--- config.mk ---
export PLATFORM = sky130hd
export DESIGN_NAME = pixel_gray_invert_mirror
export DESIGN_NICKNAME = d
export VERILOG_FILES = /design/src/rtl/pgim_pkg.sv /design/src/rtl/pixel_gray_invert_mirror.sv /design/src/rtl/pgim_ram.sv /design/src/rtl/pgim_calc.sv
export SDC_FILE = /design/constraint.sdc
export NUM_CORES = 2
export LEC_CHECK = 0
export BUFFER_PORTS_ARGS = -buffer_cell sky130_fd_sc_hd__buf_2
export CAP_MARGIN = 20
export CORE_UTILIZATION = 45
export DETAILED_ROUTE_END_ITERATION = 16
export PLACE_DENSITY_LB_ADDON = 0.1
export SLEW_MARGIN = 30
export SYNTH_ARGS = -nofsm -noshare
export SYNTH_HDL_FRONTEND = slang
export SYNTH_HIERARCHICAL = 1
export SYNTH_SLANG_ARGS = --single-unit
--- constraint.sdc ---
create_clock -name clk_i -period 19.9 [get_ports clk_i]
set_input_delay 2.985 -clock clk_i [delete_from_list [all_inputs] [get_ports clk_i]]
set_output_delay 2.985 -clock clk_i [all_outputs]
set_load 0.02 [all_outputs]
--- src/rtl/pgim_pkg.sv ---
// pgim_pkg: shared types and constants for the pixel gray/invert/mirror block
// pixel layout, mode and register codes, sequencer states, luma coefficients
// no dependencies
package pgim_pkg;

  localparam int ChanW        = 16;
  localparam int PixW         = 3 * ChanW;
  localparam int MaxRowPixels = 64;
  localparam int ColW         = $clog2(MaxRowPixels);
  localparam int RowWidthW    = 7;
  localparam int CfgIdxW      = 2;
  localparam int CfgDataW     = 16;

  // luma weights in Q0.16, rounded to nearest
  localparam int CoefW = 16;
  localparam logic [CoefW-1:0] CoefRed   = 16'd19589;
  localparam logic [CoefW-1:0] CoefGreen = 16'd38470;
  localparam logic [CoefW-1:0] CoefBlue  = 16'd7471;
  localparam int ProdW = ChanW + CoefW;
  localparam int SumW  = ProdW + 2;

  localparam logic [RowWidthW-1:0] RowWidthReset = RowWidthW'(MaxRowPixels);
  localparam logic [ChanW-1:0]     MaxLevelReset = ChanW'(255);

  // red sits in the lowest bits
  typedef struct packed {
    logic [ChanW-1:0] blue;
    logic [ChanW-1:0] green;
    logic [ChanW-1:0] red;
  } pixel_t;

  typedef enum logic [1:0] {
    MODE_GRAY   = 2'd0,
    MODE_INVERT = 2'd1,
    MODE_MIRROR = 2'd2,
    MODE_PASS   = 2'd3
  } mode_e;

  typedef enum logic [CfgIdxW-1:0] {
    CFG_MODE      = 2'd0,
    CFG_ROW_WIDTH = 2'd1,
    CFG_MAX_LEVEL = 2'd2
  } cfg_idx_e;

  typedef enum logic [1:0] {
    ST_IDLE,
    ST_CALC,
    ST_RD,
    ST_LOAD
  } state_e;

endpackage

--- src/rtl/pixel_gray_invert_mirror.sv ---
// pixel_gray_invert_mirror: top level, stream ports, config registers,
// column counter, row store and read-out sequencer.
// depends on pgim_pkg, pgim_ram, pgim_calc
//
// Usage: RGB pixels enter in raster order on the s_axis channel, one pixel a
// beat. Configuration (mode, row_width, max_level) is written on the cfg
// channel, which is always ready; write it only while the block is idle.
// In grayscale, inversion and pass-through mode each input beat makes one
// output beat on m_axis; the result passes the product register, then the
// output register, and no new pixel is taken until it has been loaded
// into the output register. In mirror mode pixels are written into the row
// store and nothing comes out until the last pixel of a row; then the
// current pixel is sent first and the rest of the row is read back from
// the store through its single registered read port, and no input is
// taken during that read-out. m_axis_tlast marks the last beat of each
// output row.
// Reset clears the column counter, the sequencer and the output valid bit
// and loads the register defaults; the row store is not cleared. A stalled
// receiver holds the output register and the sequencer; one more input beat
// may still be taken while a finished result waits.
module pixel_gray_invert_mirror (
  input  logic                         clk_i,
  input  logic                         rst_ni,
  // stream in, tdata: red_in, green_in, blue_in
  input  logic                         s_axis_tvalid,
  output logic                         s_axis_tready,
  input  logic [pgim_pkg::PixW-1:0]    s_axis_tdata,
  // stream out, tdata: red_out, green_out, blue_out; tlast: row_end
  output logic                         m_axis_tvalid,
  input  logic                         m_axis_tready,
  output logic [pgim_pkg::PixW-1:0]    m_axis_tdata,
  output logic                         m_axis_tlast,
  // register writes
  input  logic                         cfg_valid_i,
  output logic                         cfg_ready_o,
  input  logic [pgim_pkg::CfgIdxW-1:0] cfg_index_i,
  input  logic [pgim_pkg::CfgDataW-1:0] cfg_data_i
);
  import pgim_pkg::*;

  mode_e                mode_q;
  logic [RowWidthW-1:0] row_width_q;
  logic [ChanW-1:0]     max_level_q;

  state_e               state_q, state_d;
  logic [ColW-1:0]      cnt_q, cnt_d;
  logic [ColW-1:0]      item_col_q, item_col_d;
  logic                 last_q, last_d;
  logic [ColW-1:0]      rd_idx_q, rd_idx_d;
  logic                 out_valid_q, out_valid_d;
  pixel_t               out_pix_q, out_pix_d;
  logic                 out_last_q, out_last_d;

  logic                 in_beat;
  logic                 out_free;
  logic [RowWidthW-1:0] eff_width;
  logic [RowWidthW-1:0] cnt_plus1;
  logic                 last_now;
  logic                 ram_re;
  logic                 out_load;
  pixel_t               out_sel;
  logic                 out_sel_last;
  pixel_t               in_pix;
  pixel_t               calc_res;
  logic [PixW-1:0]      ram_rdata;

  assign in_pix        = pixel_t'(s_axis_tdata);
  assign in_beat       = s_axis_tvalid & s_axis_tready;
  assign out_free      = ~out_valid_q | m_axis_tready;
  assign cfg_ready_o   = 1'b1;

  // register file
  always_ff @(posedge clk_i or negedge rst_ni) begin
    if (!rst_ni) begin
      mode_q      <= MODE_GRAY;
      row_width_q <= RowWidthReset;
      max_level_q <= MaxLevelReset;
    end else if (cfg_valid_i) begin
      unique case (cfg_idx_e'(cfg_index_i))
        CFG_MODE:      mode_q      <= mode_e'(cfg_data_i[1:0]);
        CFG_ROW_WIDTH: row_width_q <= cfg_data_i[RowWidthW-1:0];
        CFG_MAX_LEVEL: max_level_q <= cfg_data_i[ChanW-1:0];
        default: ;
      endcase
    end
  end

  // zero width acts as one, oversize widths saturate
  always_comb begin
    if (row_width_q == '0) begin
      eff_width = RowWidthW'(1);
    end else if (row_width_q > RowWidthW'(MaxRowPixels)) begin
      eff_width = RowWidthW'(MaxRowPixels);
    end else begin
      eff_width = row_width_q;
    end
  end

  assign cnt_plus1 = RowWidthW'(cnt_q) + RowWidthW'(1);
  assign last_now  = (cnt_plus1 >= eff_width);

  pgim_ram #(
    .Width (PixW),
    .Depth (MaxRowPixels)
  ) u_row_store (
    .clk_i   (clk_i),
    .we_i    (in_beat),
    .waddr_i (cnt_q),
    .wdata_i (s_axis_tdata),
    .re_i    (ram_re),
    .raddr_i (rd_idx_q),
    .rdata_o (ram_rdata)
  );

  pgim_calc u_calc (
    .clk_i       (clk_i),
    .load_i      (in_beat),
    .pix_i       (in_pix),
    .mode_i      (mode_q),
    .max_level_i (max_level_q),
    .res_o       (calc_res)
  );

  // next state
  always_comb begin
    state_d = state_q;
    unique case (state_q)
      ST_IDLE: begin
        if (in_beat && !(mode_q == MODE_MIRROR && !last_now)) begin
          state_d = ST_CALC;
        end
      end
      ST_CALC: begin
        if (out_free) begin
          state_d = (mode_q == MODE_MIRROR && item_col_q != '0) ? ST_RD : ST_IDLE;
        end
      end
      ST_RD: state_d = ST_LOAD;
      ST_LOAD: begin
        if (out_free) begin
          state_d = (rd_idx_q == '0) ? ST_IDLE : ST_RD;
        end
      end
      default: state_d = ST_IDLE;
    endcase
  end

  // sequencer outputs
  always_comb begin
    s_axis_tready = 1'b0;
    ram_re        = 1'b0;
    out_load      = 1'b0;
    out_sel       = calc_res;
    out_sel_last  = last_q;
    unique case (state_q)
      ST_IDLE: s_axis_tready = 1'b1;
      ST_CALC: begin
        out_load = out_free;
        // in mirror the current pixel leads the reversed row
        if (mode_q == MODE_MIRROR) begin
          out_sel_last = (item_col_q == '0);
        end
      end
      ST_RD: ram_re = 1'b1;
      ST_LOAD: begin
        out_load     = out_free;
        out_sel      = pixel_t'(ram_rdata);
        out_sel_last = (rd_idx_q == '0);
      end
      default: ;
    endcase
  end

  always_comb begin
    cnt_d      = cnt_q;
    item_col_d = item_col_q;
    last_d     = last_q;
    rd_idx_d   = rd_idx_q;
    if (in_beat) begin
      item_col_d = cnt_q;
      last_d     = last_now;
      cnt_d      = last_now ? '0 : cnt_plus1[ColW-1:0];
    end
    if (state_q == ST_CALC && out_free) begin
      rd_idx_d = item_col_q - ColW'(1);
    end else if (state_q == ST_LOAD && out_free) begin
      rd_idx_d = rd_idx_q - ColW'(1);
    end
  end

  always_comb begin
    out_valid_d = out_valid_q;
    out_pix_d   = out_pix_q;
    out_last_d  = out_last_q;
    if (out_load) begin
      out_valid_d = 1'b1;
      out_pix_d   = out_sel;
      out_last_d  = out_sel_last;
    end else if (m_axis_tready) begin
      out_valid_d = 1'b0;
    end
  end

  always_ff @(posedge clk_i or negedge rst_ni) begin
    if (!rst_ni) begin
      state_q     <= ST_IDLE;
      cnt_q       <= '0;
      out_valid_q <= 1'b0;
    end else begin
      state_q     <= state_d;
      cnt_q       <= cnt_d;
      out_valid_q <= out_valid_d;
    end
  end

  always_ff @(posedge clk_i) begin
    item_col_q <= item_col_d;
    last_q     <= last_d;
    rd_idx_q   <= rd_idx_d;
    out_pix_q  <= out_pix_d;
    out_last_q <= out_last_d;
  end

  assign m_axis_tvalid = out_valid_q;
  assign m_axis_tdata  = out_pix_q;
  assign m_axis_tlast  = out_last_q;

  // a mirror beat inside a row produces nothing and keeps taking input
  a_mirror_mid_row: assert property (@(posedge clk_i) disable iff (!rst_ni)
    in_beat && mode_q == MODE_MIRROR && !last_now |=> state_q == ST_IDLE)
    else $error("mirror beat inside a row left idle");

  // every store read is consumed by the load step
  a_read_then_load: assert property (@(posedge clk_i) disable iff (!rst_ni)
    state_q == ST_RD |=> state_q == ST_LOAD)
    else $error("row store read not followed by load");

  // a row-ending beat restarts the column count
  a_row_restart: assert property (@(posedge clk_i) disable iff (!rst_ni)
    in_beat && last_now |=> cnt_q == '0)
    else $error("column count not cleared at row end");

  // no output is loaded while the receiver holds a pending beat
  a_no_overwrite: assert property (@(posedge clk_i) disable iff (!rst_ni)
    out_valid_q && !m_axis_tready |-> !out_load)
    else $error("pending output overwritten");

endmodule

--- src/rtl/pgim_ram.sv ---
// pgim_ram: generic single-clock ram, one write and one read port
// read data registered, held while no read is issued
// no dependencies
module pgim_ram #(
  parameter int Width = 48,
  parameter int Depth = 64
) (
  input  logic                     clk_i,
  input  logic                     we_i,
  input  logic [$clog2(Depth)-1:0] waddr_i,
  input  logic [Width-1:0]         wdata_i,
  input  logic                     re_i,
  input  logic [$clog2(Depth)-1:0] raddr_i,
  output logic [Width-1:0]         rdata_o
);

  logic [Width-1:0] mem_q [Depth];
  logic [Width-1:0] rdata_q;

  always_ff @(posedge clk_i) begin
    if (we_i) begin
      mem_q[waddr_i] <= wdata_i;
    end
    if (re_i) begin
      rdata_q <= mem_q[raddr_i];
    end
  end

  assign rdata_o = rdata_q;

endmodule

--- src/rtl/pgim_calc.sv ---
// pgim_calc: per-pixel datapath, luma products registered at input accept
// sum, inversion and pass-through selected in the following cycle
// depends on pgim_pkg
module pgim_calc (
  input  logic                      clk_i,
  input  logic                      load_i,
  input  pgim_pkg::pixel_t          pix_i,
  input  pgim_pkg::mode_e           mode_i,
  input  logic [pgim_pkg::ChanW-1:0] max_level_i,
  output pgim_pkg::pixel_t          res_o
);
  import pgim_pkg::*;

  logic [ProdW-1:0] prod_r_q, prod_g_q, prod_b_q;
  pixel_t           pix_q;
  logic [SumW-1:0]  luma_sum;
  logic [ChanW-1:0] luma;
  pixel_t           inv;

  always_ff @(posedge clk_i) begin
    if (load_i) begin
      prod_r_q <= ProdW'(pix_i.red)   * ProdW'(CoefRed);
      prod_g_q <= ProdW'(pix_i.green) * ProdW'(CoefGreen);
      prod_b_q <= ProdW'(pix_i.blue)  * ProdW'(CoefBlue);
      pix_q    <= pix_i;
    end
  end

  // weights sum below 1.0, so the truncated luma fits a channel
  assign luma_sum = SumW'(prod_r_q) + SumW'(prod_g_q) + SumW'(prod_b_q);
  assign luma     = luma_sum[CoefW +: ChanW];

  always_comb begin
    inv.red   = (pix_q.red   > max_level_i) ? '0 : max_level_i - pix_q.red;
    inv.green = (pix_q.green > max_level_i) ? '0 : max_level_i - pix_q.green;
    inv.blue  = (pix_q.blue  > max_level_i) ? '0 : max_level_i - pix_q.blue;
  end

  always_comb begin
    case (mode_i)
      MODE_GRAY:   res_o = '{blue: luma, green: luma, red: luma};
      MODE_INVERT: res_o = inv;
      default:     res_o = pix_q;
    endcase
  end

endmodule
# ---- Yosys cells after proc, flatten, opt, wreduce, memory -nomap -nowiden
# Memories as Yosys holds them, arrays and structs flattened. A register that Yosys moved wholly into a read port is not among the register bits.
# Cells that the tools add are included.
dict set report classes {
  add_sub_neg 8
  n_mul 3
  div 0
  n_lt_le_gt_ge 5
  n_eq_ne 10
  n_shift 0
  n_mux 25
  bitwise 3
  n_reduce_logical 21
}
# operator count
set ops {}
lappend ops {{one-hot mux 48 bit (2 select lines)} 1}
lappend ops {{multiplier 16 x 15 -> 31 bit, second input constant} 2}
lappend ops {{> comparator 16 bit} 3}
lappend ops {{two-way mux 16 bit} 3}
lappend ops {{two-way mux 48 bit} 1}
lappend ops {{subtractor 16 bit} 3}
lappend ops {{adder 31 x 32 -> 32 bit} 1}
lappend ops {{adder 32 x 29 -> 32 bit} 1}
lappend ops {{multiplier 16 x 13 -> 29 bit, second input constant} 1}
lappend ops {{two-way mux 6 bit} 3}
lappend ops {{two-way mux 7 bit} 2}
lappend ops {{logical NOT 6 bit} 2}
lappend ops {{subtractor 6 x 1 -> 6 bit, second input constant} 2}
lappend ops {{two-way mux 2 bit} 5}
lappend ops {{equality test 2 bit, second input constant} 4}
lappend ops {{two-way mux 1 bit} 8}
lappend ops {{one-hot mux 2 bit (4 select lines)} 1}
lappend ops {{adder 6 x 1 -> 7 bit, second input constant} 1}
lappend ops {{>= comparator 7 bit} 1}
lappend ops {{> comparator 7 bit, second input constant} 1}
lappend ops {{logical NOT 7 bit} 1}
lappend ops {{equality test 2 x 1 -> 1 bit, second input constant} 3}
lappend ops {{logical NOT 2 bit} 3}
lappend ops {{inequality test 2 bit, second input constant} 3}
lappend ops {{11 further kinds} 19}
dict set report totals {
  reg_bits 235
  latch_bits 0
  mem_bits_rw 3072
  rom_bits 0
  in_bits 71
  output_inout_bits 52
  elab_cells 95
  mem_count 1
}
# name words word_bits rd rd_clocked_by_memory_dff write_ports line
set mem_list {}
lappend mem_list {u_row_store.mem_q 64 48 1 1 1 pgim_ram.sv:17} ;# logic [Width-1:0] mem_q [Depth];

# ---- Longest topological paths before layout
dict set report depth {
  depth_word 10
  ltp_mapped 21
}

# ---- Cells and area by module
# Netlist, hierarchy kept.
# module n_inst cells_each area_each_um2 seq_area_each_um2
set by_module_without_submodules {}
lappend by_module_without_submodules {pgim_ram 1 4970 117597.8 93689.9}
lappend by_module_without_submodules {pgim_calc 1 2012 20335.8 4053.9}
lappend by_module_without_submodules {pixel_gray_invert_mirror 1 290 4306.6 2723.9}

# ---- Least setup slack after synthesis
# OpenSTA, ideal clock, no wires.
dict set report synth_timing {
  path_type {input-to-reg}
  startpoint {input s_axis_tvalid}
  endpoint {memory u_row_store.mem_q[48][0] (enable)}
  t_arrival_ps 9878
  required_ps 19387
  setup_slack_ps 9509
  cell_stages 5
  n_path_buf 0
  path_cell_list {nand2_1 -> inv_1 -> nor2b_1 -> nand4b_1 -> nor3_1}
}
dict set report synth_between {
  elab_chain_len 3
}
# element line
set synth_lines {}
lappend synth_lines {{start: declaration} pixel_gray_invert_mirror.sv:25} ;# input logic s_axis_tvalid,
lappend synth_lines {{bitwise AND 1 bit} pixel_gray_invert_mirror.sv:68} ;# assign in_beat = s_axis_tvalid & s_axis_tready;
lappend synth_lines {{named net in_beat} pixel_gray_invert_mirror.sv:54} ;# logic in_beat;
lappend synth_lines {{two-way mux 1 bit} pgim_ram.sv:21} ;# if (we_i) begin
lappend synth_lines {{two-way mux 1 bit (implied by the code)} pgim_ram.sv:22} ;# mem_q[waddr_i] <= wdata_i;
lappend synth_lines {{end: declaration} pgim_ram.sv:17}
# The timed path passes the listed nets, and every way through them passes these cells.

# ---- Worst setup path after layout
dict set report layout_timing {
  startpoint {input s_axis_tdata[29] (netlist bit)}
  endpoint {register u_calc.prod_g_q[31] (data pin)}
}
dict set report layout_between {
  elab_chain_len 1
}
# element line
set layout_lines {}
lappend layout_lines {{start: declaration} pixel_gray_invert_mirror.sv:27} ;# input logic [pgim_pkg::PixW-1:0] s_axis_tdata,
lappend layout_lines {{multiplier 16 x 15 -> 31 bit} pgim_calc.sv:23} ;# prod_g_q <= ProdW'(pix_i.green) * ProdW'(CoefGreen);
lappend layout_lines {{end signal: assignment} pgim_calc.sv:23}
lappend layout_lines {{end: declaration} pgim_calc.sv:14} ;# logic [ProdW-1:0] prod_r_q, prod_g_q, prod_b_q;
# No other way between the ends.
# A chain may end at the register's enable or synchronous reset.

==> impl_metrics.py <==
metrics = {
    "status": {
        "status": "complete, no violations",
    },
    "place": {
        "placed_cell_area_um2": 149000,
        "hpwl_mm": 258,
        "place_congestion": 0.877,
        "numPortBuffers": 121,
    },
    "worst_hold_path": {
        "worstHoldStart": "row_width_q[0]",
        "whs_endpoint": "row_width_q[0]",
        "hp-class": "flop to flop",
        "min_path_cells": 1,
    },
    "clock_network": {
        "cts_hold_buf": 0,
        "postCtsSetupRepairBufs": 0,
        "cts_resized": 0,
        "htree_levels": 5,
        "root_buffer": "clkbuf_16",
        "cts_tree": "yes",
        "clkTransAtPathRegs_ns": 0.06,
        "numCtsBuffers": 353,
        "clkSinkCount": 3351,
        "cts_buffer_depth": 4,
        "clk_latency_ns": 0.94,
    },
    "setup_path": {
        "ff2ff_path_depth": 9,
        "ff2ff_setup_slack_ns": 13.62,
        "worstPathMaxFanout": 72,
        "r2r_start": "rd_idx_q[0]",
        "r2r_end": "u_row_store/rdata_o[32]",
        "crit_type": "primary input to flop",
        "worst_setup_path_start_kind": "primary input",
        "crit_path_end_kind": "flop",
        "critPathRequiredTime_ns": 20.54,
        "worst_ep_arrival_time_ns": 8.93,
    },
    "yosys": {
        "synth_nets": 7989,
        "yosys.area.top_type": "edfxtp_1",
        "synth_top_cells_by_area": "edfxtp_1 70%, mux4_2 12%, ha_1 3.9%",
        "yosysSeqAreaShare": 0.706,
        "synth_ff_type": "edfxtp_1",
        "synth.most_common_cell": "edfxtp_1",
        "synth_cells": 7272,
        "synth_top_area_share": 0.700,
        "synth_edf_count": 3317,
        "avgSynthCellArea_um2": 19.6,
        "yosys_warnings": 6,
        "synth_area_um2": 142000,
        "synth_cell_types": 83,
        "synth_seq_cells": 3351,
        "synth_common_cells": "3317 x edfxtp_1, 754 x mux4_2, 446 x inv_1, 444 x ha_1, 210 x nor2_1",
        "async_flop_share": 0.0101,
    },
    "drt": {
        "post_drt_via_cell_ratio": 6.11,
        "drc_errors": 0,
        "first_pass_iters": 6,
        "via_count": 74400,
        "wirelength_mm": 424,
        "drt-wirelength-per-cell_um": 34.8,
        "ant_nets": 0,
        "drt_iter0_drc": 8358,
    },
    "timing": {
        "period_share": 0.416,
        "setup_viol": 0,
        "max_freq_mhz": 121,
        "slew_headroom": 0.301,
        "finalHoldViolCount": 0,
        "rsz0062_at_grt": "false",
        "worst_pin_slew_ns": 1.05,
        "finClkSkew_ns": 0.0436,
        "fin_crit_ns": 8.28,
        "slew_violations": 0,
        "hold_ws_ns": 0.542,
        "fin_tns_setup_ns": 0,
    },
    "global_route": {
        "grt_max_degree": 122,
        "grt_pass1_wl_mm": 591,
        "grtUsageTotal": 0.267,
        "grt_pass1_vias": 75000,
        "grt-ovfl-total": 0,
        "antenna_found_initial": 29,
    },
    "die": {
        "rows": 206,
        "io_pins": 123,
        "initial_core_util": 0.452,
        "dieArea_um2": 318000,
        "core-area_um2": 315000,
        "fp.dieH_um": 564,
        "die_x_um": 564,
    },
    "cells_and_area": {
        "fin_nets": 8425,
        "final_area_um2": 161000,
        "drive_above_1_share": 0.233,
        "fillers": 25200,
        "multi_input_area_um2": 39100,
        "register_area_um2": 100000,
        "fin_util": 0.512,
        "area_growth_pct": 13.2,
    },
    "power": {
        "pwr_density_cell_nw_per_um2": 138,
        "leakagePower_nw": 54.4,
        "power_mw": 22.2,
        "ir_worst_vdd_mv": 0.130,
    },
    "job": {
        "max_cap_viol_count": 0,
    },
}
-- critical path: stages --
cell	delay [ns]
buf_4	0.65
ha_1	0.38
ha_1	0.27
inv_1	0.06
fa_1	0.51
inv_1	0.06
fa_1	0.48
fa_1	0.50
inv_1	0.06
fa_1	0.53
inv_1	0.04
ha_1	0.34
and4_1	0.28
and3_1	0.19
o211a_1	0.15
or4_4	0.52
a211o_1	0.31
a311oi_1	0.23
o21bai_1	0.10
xor2_1	0.15
-- registers in the layout, indices dropped and copies added, names as in the netlist --
name / flops
cnt_q: 6
item_col_q: 6
last_q: 1
m_axis_tdata: 48
m_axis_tlast: 1
m_axis_tvalid: 1
max_level_q: 16
mode_q: 2
rd_idx_q: 6
row_width_q: 7
state_q: 2
u_calc/pix_q: 48
u_calc/prod_b_q: 28
u_calc/prod_g_q: 30
u_calc/prod_r_q: 29
u_row_store/mem_q: 3072
u_row_store/rdata_o: 48
-- worst max path at each step --
stage / startpoint / to / slack, ns / cells past startpoint
CTS: s_axis_tdata[29] / u_calc/prod_g_q[31] / 11.60 / 20
finish: s_axis_tdata[29] / u_calc/prod_g_q[31] / 11.62 / 20
global placement: s_axis_tdata[29] / u_calc/prod_g_q[31] / 10.66 / 21
detailed placement: s_axis_tdata[29] / u_calc/prod_g_q[31] / 10.61 / 20
global route: s_axis_tdata[4] / u_calc/prod_r_q[29] / 11.32 / 20
floorplan: s_axis_tvalid / u_row_store/mem_q[48][0] / 9.51 / 5
-- routing by layer --
metal	routed length [um]	track usage	part of all wire
met1	180000	0.379	0.43
met2	206000	0.439	0.49
met3	26000	0.0299	0.061
met4	12000	0.0726	0.028
met5	26	0	0.000061
-- cell families after synthesis --
group / Yosys count / synth area share
xor+xnor: 123 / 0.00757
compound gates: 895 / 0.0448
fa+ha+maj: 646 / 0.0675
other cells: 1 / 0.0000264
buf+inv: 748 / 0.0229
mux: 907 / 0.131
flops: 3351 / 0.706
simple gates: 601 / 0.0200
-- power breakdown --
part	switching, mW	internal, mW	total, mW
clock network	2.79	3.83	6.62
registers	0.164	8.13	8.30
logic	4.46	2.87	7.33
-- per-stage QoR --
stage,setup slack [ns],std cells
final,11.62,12200
after global routing,11.32,12200
after CTS,11.60,12200
after detailed placement,10.61,11500
after global placement,10.66,11500
after floorplan,9.51,7272
-- cell type report --
cell class,instances,share of cell area
Tap cell,4160,0.0323
Sequential cell,3351,0.624
Multi-Input combinational cell,3173,0.243
Antenna cell,11,0.000171
Timing Repair Buffer,383,0.0185
Clock buffer,446,0.0581
Clock inverter,207,0.0136
Inverter,446,0.0104
-- cell usage in the layout, fill, tap and decap left out, types with 58 or more instances in the layout --
cell       synthesis  layout
nor2_4             0      66
ha_1             444     444
clkbuf_16          0     360
mux4_2           754     754
inv_1            446     445
a22o_1            58      58
o22ai_1          125     122
clkinv_2           0      66
buf_2            104     116
a22oi_1           82      82
xnor2_1           86      86
clkinv_1           0      75
clkbuf_1         111      84
a221oi_1          86      86
mux2i_1           68      68
nor2_1           210     143
buf_4             63     240
nand2_1          150     148
fa_1             202     202
edfxtp_1        3317    3317
mux2_2            85      85
a21oi_1          183     179
Note: power is estimated with default switching activity, not from simulation.
